### src/sv/smi_pkg.sv
// smi_pkg: types and constants for the shape morph interpolator.
// No dependencies.
`timescale 1ns / 1ps
package smi_pkg;

    typedef struct packed {
        logic [9:0]  frame_index;
        logic        first_vertex;
        logic [10:0] start_x;
        logic [10:0] start_y;
        logic [10:0] end_x;
        logic [10:0] end_y;
    } smi_in_t;

    typedef struct packed {
        logic signed [11:0] cur_x;
        logic signed [11:0] cur_y;
        logic               saturated;
    } smi_out_t;

    localparam logic [1:0] REG_FRAME_COUNT = 2'd0;
    localparam logic [1:0] REG_EASE_MODE   = 2'd1;
    localparam logic [1:0] REG_INTERP_MODE = 2'd2;

    localparam logic [1:0] EASE_LINEAR = 2'd0;
    localparam logic [1:0] EASE_IN     = 2'd1;
    localparam logic [1:0] EASE_OUT    = 2'd2;

    localparam logic signed [31:0] K_Q30 = 32'sd652032874;

    typedef enum logic [3:0] {
        ST_IDLE,
        ST_DIV,
        ST_EASE_INIT,
        ST_EASE_RUN,
        ST_EASE_DONE,
        ST_POLAR_S_INIT,
        ST_POLAR_RUN,
        ST_POLAR_S_DONE,
        ST_POLAR_E_INIT,
        ST_POLAR_E_DONE,
        ST_BLEND,
        ST_ROT_INIT,
        ST_ROT_DONE,
        ST_OUT
    } smi_state_t;

    typedef enum logic [1:0] {
        CORD_IDLE,
        CORD_KMUL,
        CORD_RUN,
        CORD_FIN
    } smi_cord_state_t;

    // Arctangent steps as fractions of a 2^32 turn
    function automatic logic [31:0] atan_turn32(input logic [4:0] i);
        logic [31:0] v;
        begin
            unique case (i)
                5'd0:  v = 32'h20000000;
                5'd1:  v = 32'h12E4051E;
                5'd2:  v = 32'h09FB385B;
                5'd3:  v = 32'h051111D4;
                5'd4:  v = 32'h028B0D43;
                5'd5:  v = 32'h0145D7E1;
                5'd6:  v = 32'h00A2F61E;
                5'd7:  v = 32'h00517C55;
                5'd8:  v = 32'h0028BE53;
                5'd9:  v = 32'h00145F2F;
                5'd10: v = 32'h000A2F98;
                5'd11: v = 32'h000517CC;
                5'd12: v = 32'h00028BE6;
                5'd13: v = 32'h000145F3;
                5'd14: v = 32'h0000A2FA;
                5'd15: v = 32'h0000517D;
                5'd16: v = 32'h000028BE;
                5'd17: v = 32'h0000145F;
                5'd18: v = 32'h00000A30;
                5'd19: v = 32'h00000518;
                5'd20: v = 32'h0000028C;
                5'd21: v = 32'h00000146;
                5'd22: v = 32'h000000A3;
                5'd23: v = 32'h00000051;
                default: v = 32'h0;
            endcase
            return v;
        end
    endfunction

endpackage

### src/sv/smi_cordic.sv
// smi_cordic: shared iterative CORDIC, vectoring and rotation modes.
// Depends on smi_pkg. One micro-rotation per cycle; rotation mode applies the gain in its KMUL state.
`timescale 1ns / 1ps
module smi_cordic #(
    parameter int ANGLE_BITS = 16,
    parameter int VW         = 36
) (
    input  logic                  clk,
    input  logic                  rst_n,
    input  logic                  start,
    input  logic                  vectoring,
    input  logic signed [VW-1:0]  x_in,
    input  logic signed [VW-1:0]  y_in,
    input  logic [ANGLE_BITS-1:0] ang_in,
    output logic                  done,
    output logic signed [VW-1:0]  x_out,
    output logic signed [VW-1:0]  y_out,
    output logic [ANGLE_BITS-1:0] ang_out
);
    import smi_pkg::*;

    localparam int ITERS = (ANGLE_BITS < 24) ? ANGLE_BITS : 24;
    localparam int IW    = $clog2(ITERS + 1);
    localparam int ZW    = ANGLE_BITS + 2;
    localparam int SH    = 32 - ANGLE_BITS;
    localparam int PW    = VW + 32;
    localparam logic signed [ZW-1:0] HALF = ZW'(1) <<< (ANGLE_BITS - 1);
    localparam logic signed [ZW-1:0] QTR  = ZW'(1) <<< (ANGLE_BITS - 2);
    localparam logic signed [ZW-1:0] TURN = ZW'(1) <<< ANGLE_BITS;

    smi_cord_state_t st_reg, st_next;
    logic signed [VW-1:0] x_reg, x_next, y_reg, y_next;
    logic signed [ZW-1:0] z_reg, z_next;
    logic [IW-1:0]        i_reg, i_next;
    logic                 vec_reg, vec_next;
    logic                 zero_reg, zero_next;

    logic signed [PW-1:0] prod;
    logic signed [VW-1:0] xs, ys, kx;
    logic [31:0]          at_raw;
    logic signed [ZW-1:0] at_step;
    logic signed [ZW-1:0] za;
    logic                 dir_pos;

    assign prod    = PW'(x_reg) * PW'(K_Q30);
    assign kx      = VW'(prod >>> 30);
    assign xs      = x_reg >>> i_reg;
    assign ys      = y_reg >>> i_reg;
    assign at_raw  = atan_turn32(5'(i_reg));
    assign at_step = ZW'((at_raw + (32'd1 << (SH - 1))) >> SH);
    assign dir_pos = vec_reg ? (y_reg > 0) : (z_reg >= 0);

    always_ff @(posedge clk or negedge rst_n)
    begin
        if (!rst_n)
        begin
            st_reg <= CORD_IDLE;
        end
        else
        begin
            st_reg <= st_next;
        end
    end

    always_ff @(posedge clk)
    begin
        x_reg    <= x_next;
        y_reg    <= y_next;
        z_reg    <= z_next;
        i_reg    <= i_next;
        vec_reg  <= vec_next;
        zero_reg <= zero_next;
    end

    always_comb
    begin
        st_next   = st_reg;
        x_next    = x_reg;
        y_next    = y_reg;
        z_next    = z_reg;
        i_next    = i_reg;
        vec_next  = vec_reg;
        zero_next = zero_reg;
        done      = 1'b0;
        za        = '0;
        unique case (st_reg)
            CORD_IDLE:
            begin
                if (start)
                begin
                    vec_next  = vectoring;
                    i_next    = '0;
                    zero_next = 1'b0;
                    if (vectoring)
                    begin
                        zero_next = (x_in == 0) && (y_in == 0);
                        if (x_in < 0)
                        begin
                            x_next = -x_in;
                            y_next = -y_in;
                            z_next = HALF;
                        end
                        else
                        begin
                            x_next = x_in;
                            y_next = y_in;
                            z_next = '0;
                        end
                        st_next = CORD_RUN;
                    end
                    else
                    begin
                        x_next  = x_in;
                        y_next  = '0;
                        z_next  = ZW'(ang_in);
                        st_next = CORD_KMUL;
                    end
                end
            end
            CORD_KMUL:
            begin
                za = z_reg;
                if (z_reg >= QTR && z_reg < 3 * QTR)
                begin
                    x_next = -kx;
                    za     = z_reg - HALF;
                end
                else
                begin
                    x_next = kx;
                end
                if (za >= HALF)
                begin
                    za = za - TURN;
                end
                z_next  = za;
                st_next = CORD_RUN;
            end
            CORD_RUN:
            begin
                if (dir_pos == vec_reg)
                begin
                    x_next = x_reg + ys;
                    y_next = y_reg - xs;
                end
                else
                begin
                    x_next = x_reg - ys;
                    y_next = y_reg + xs;
                end
                if (dir_pos)
                begin
                    z_next = vec_reg ? z_reg + at_step : z_reg - at_step;
                end
                else
                begin
                    z_next = vec_reg ? z_reg - at_step : z_reg + at_step;
                end
                i_next = i_reg + 1'b1;
                if (i_reg == IW'(ITERS - 1))
                begin
                    st_next = CORD_FIN;
                end
            end
            CORD_FIN:
            begin
                done    = 1'b1;
                st_next = CORD_IDLE;
            end
            default:
            begin
                st_next = CORD_IDLE;
            end
        endcase
    end

    // vectoring radius takes the gain in the finish cycle
    assign x_out   = (vec_reg) ? (zero_reg ? '0 : kx) : x_reg;
    assign y_out   = y_reg;
    assign ang_out = zero_reg ? '0 : z_reg[ANGLE_BITS-1:0];

endmodule

### config.mk
export PLATFORM = sky130hd
export DESIGN_NAME = smi_cordic
export DESIGN_NICKNAME = d
export VERILOG_FILES = /design/src/sv/smi_pkg.sv /design/src/sv/smi_cordic.sv
export SDC_FILE = /design/constraint.sdc
export NUM_CORES = 2
export LEC_CHECK = 0
export BUFFER_PORTS_ARGS = -buffer_cell sky130_fd_sc_hd__buf_2
export CAP_MARGIN = 10
export CELL_PAD_IN_SITES_DETAIL_PLACEMENT = 1
export CELL_PAD_IN_SITES_GLOBAL_PLACEMENT = 2
export CORE_MARGIN = 2
export CORE_UTILIZATION = 44
export CTS_CLUSTER_SIZE = 14
export DETAILED_ROUTE_END_ITERATION = 12
export PLACE_DENSITY_LB_ADDON = 0.1
export SLEW_MARGIN = 20
export SYNTH_ARGS = -nofsm -noshare
export SYNTH_HDL_FRONTEND = slang
export SYNTH_SLANG_ARGS = --single-unit
### constraint.sdc
create_clock -name clk -period 13.39 [get_ports clk]
set_clock_uncertainty 0.15 [all_clocks]
set_input_delay 1.339 -clock clk [delete_from_list [all_inputs] [get_ports clk]]
set_output_delay 1.339 -clock clk [all_outputs]
set_load 0.005 [all_outputs]
==> summary.txt <==
Floorplanning
  – Die Y: 303 µm
  – Initial Utilization: 44.4%
  – FP Rows: 109
  – CORE AREA: 0.0884 mm²
  – Die X: 303 µm
  – Boundary Pins: 181
  – Die area: 0.0916 mm²

Setup path
  – CP Data Required Time: 11.90 ns
  – Crit path max-delay family: adder cells
  – Critical path class: reg -> out
  – CP cell instances: ha_1 > inv_1 > fa_1 > fa_1 > fa_1 > inv_1 > fa_1 > fa_1 > fa_1 > inv_1 > fa_1 > inv_1 > ha_1 > nand4_1 > nor3_1 > a21boi_0 > nor3_1 > o31ai_1 > a21oi_1 > xnor2_1 > a22o_1 > buf_2
  – Crit path DAT: 9.75 ns
  – Worst path bufs/invs: 5
  – CP peak stage delay: 0.93 ns
  – Slowest CP cell: xnor2_1
  – CP Capture Type: output pin
  – CP Launch Type: register
  – Most frequent cell on the critical path: fa_1
  – Critical path fanouts, max: 12

CTS
  – CTS Sinks: 114
  – Post-CTS Setup Repair Bufs: 0
  – CTS-repair resized insts: 0
  – CTS tree: built
  – Htree depth: 4
  – Clock-pin slew on the worst setup and hold paths: 0.06 ns
  – CTS buffer count: 17
  – CTS Buffer Depth: 2
  – Clock insertion delay at the later pin of the skew report: 0.47 ns
  – CTS root buf: clkbuf_16
  – # hold bufs at CTS: 0

Cells and area
  – Fin area: 0.0421 mm²
  – Layout area overhead: 7.18%
  – Share of layout cells above drive strength 1: 8.42%
  – Layout Nets: 5646
  – Number of diodes: 0

Timing
  – Slew @ Worst Pin: 1.30 ns
  – RSZ-0062 raised after global routing: no
  – Tmin final: 11.24 ns
  – Worst rel slew slack: 12.7%
  – Final setup fails: 0
  – Fmax: 89.0 MHz
  – Setup TNS: 0 ns
  – Final Max Slew Viols: 0
  – Final Cycle Share: 83.9%
  – Hold Fails Final Rpt: 0

Placement
  – Placer Congestion: 0.979
  – Detailed Place HPWL: 131000 µm
  – IO Port Bufs: 180
  – Dpl cell area: 0.0415 mm²

Routing
  – DR DRC count: 0
  – Initial DRC count: 2858
  – Vias: 33.8k
  – Drt first pass iters: 5
  – Wirelength per Cell: 26.5 µm
  – Via density: 5.89
  – Routed WL: 153000 µm
  – Final ANT Viol Nets: 0

Min path
  – Worst min-delay path class: reg -> reg

Logic synthesis
  – Number of synthesized flops with an enable pin: 97
  – Async set or reset register ratio after synthesis: 1.75%
  – Synth warnings: 0
  – Cells after Synth: 4460
  – Synth Net Count: 5537
  – Netlist cell types: 87
  – Avg Inst Size Synth: 8.80 µm²
  – #FFs+latches synth: 114
  – Main flop type after synthesis: edfxtp_1
  – Seq/Total Area, Yosys: 8.31%
  – Syn Std Cell Area: 0.0393 mm²

GRT
  – GRT Overall Usage: 33.5%
  – Initial antenna violation count: 3
  – Congestion Overflow GR: 0
  – Number of global-route vias before repair: 34.6k
  – Largest net degree at the start of global routing: 73
  – First-pass GRT wire length: 227000 µm

Outcome
  – Run status: complete, no violations

Run
  – Number of max-cap violations: 0
-- layout by cell type (no fill, tap or decap), types with 23 or more instances in the layout --
master    netlist  routed
nand2_1       282     282
edfxtp_1       97      97
buf_2          15     180
nor4_1         24      23
o21ai_0       194     194
nor2b_1        42      42
a31oi_1        28      28
fa_1          555     555
ha_1          430     429
a21o_1         68      68
nand4_1        24      24
xor2_1        142     142
o21bai_1       27      27
nor3_1         85      83
mux2_2         26      26
a21oi_1       250     250
nand3_1        43      43
nand2b_1       29      29
nor2_1        209     207
mux4_2         63      63
inv_1         937     936
o22ai_1        44      44
and3_1         27      27
or3_1          42      42
xnor2_1       158     158
mux2i_1        77      77
o31ai_1        38      38
o21a_1         37      37
buf_4           0      47
-- synthesized netlist by cell type, drive strengths merged (21+ instances only) --
master    n  share of area [%]
nand3    43               0.55
mux4     63                3.6
nand4    24               0.38
a22o     21               0.47
edfxtp   97                7.4
xnor2   158                3.5
nand2b   29               0.46
a21oi   250                3.2
mux2i    77                2.0
nor2    209                2.0
o31ai    38               0.73
o22ai    44               0.70
a31oi    28               0.45
ha      430                 14
nor3     85                1.1
inv     938                9.0
and3     27               0.43
nor4     26               0.47
or3      43               0.70
o21a     37               0.71
mux2     26               0.75
o21ai   198                2.5
a21o     68                1.3
fa      555                 28
nor2b    42               0.67
nand2   282                2.7
buf      42               0.45
clkbuf   96               0.92
xor2    142                3.2
o21bai   27               0.52
-- worst reg2reg max path, stage by stage, from the launching register on --
cell and delay, ns:
edfxtp_1 0.76, ha_1 0.37, inv_1 0.27, fa_1 0.56
fa_1 0.53, fa_1 0.52, inv_1 0.06, fa_1 0.61
fa_1 0.46, fa_1 0.54, inv_1 0.05, fa_1 0.54
inv_1 0.05, ha_1 0.37, nand4_1 0.17, nor3_1 0.42
a21boi_0 0.71, nor3_1 0.24, xnor2_1 0.85, ha_1 0.33
nand2_1 0.11, or4b_4 0.63, or4b_4 0.59, o31a_1 0.27
xnor2_1 0.15, a2bb2oi_1 0.19, a21oi_1 0.08
-- metal layers --
metal	GRT usage (%)	up-vias	routed length, µm
li1	-	15200	-
met1	49.0	17400	69900
met2	50.7	1126	66800
met3	6.73	155	11700
met4	8.53	6	4100
met5	0	-	34
-- worst paths after layout --
check / to / slack, ns / from / depth (start not counted)
setup / recovery: x_out[12] / 2.15 / x_reg[17] / 22
hold / removal: st_reg[0] / 0.50 / st_reg[0] / 2
setup reg to reg: x_reg[20] / 2.53 / x_reg[17] / 26
hold reg to reg: st_reg[0] / 0.50 / st_reg[0] / 2
max in group asynchronous: st_reg[1] / 12.42 / rst_n / 1
min in group asynchronous: st_reg[0] / 0.54 / rst_n / 1
-- cell type report --
| class | instances | area [µm²] |
|---|---|---|
| clock buffer | 22 | 464 |
| fill | 10500 | 46300 |
| tap | 1165 | 1460 |
| clock inverter | 10 | 109 |
| inverter | 941 | 3530 |
| timing repair buffer | 228 | 1270 |
| sequential | 114 | 3260 |
| multi-input combinational | 3267 | 32000 |
-- logic make-up (layout without fill, tap and decap cells) --
logic type	Yosys count	after routing	share of synthesized area [%]
buffers and inverters	1079	1201	10.4
DFF	114	114	8.31
and+or+nand+nor	888	888	11.0
muxes	166	166	6.32
adders and majority gates	985	985	42.0
xor gates and xnor gates	300	300	6.69
AOI/OAI and AO/OA	928	928	15.4
-- per-stage QoR --
stage	utilization (%)	std cells	worst slack (ns)	hold slack (ns)
floorplan	-	4460	3.92	0.444
global placement	47.0	5715	2.69	0.479
detailed placement	47.0	5715	2.74	0.497
CTS	47.6	5747	2.28	0.508
global route	47.6	5747	1.91	0.517
finish	47.6	5747	2.15	0.504
Power is left out: the tool's default activity adds up to more than one toggle a clock period on the data nets, which glitch-free logic cannot reach.
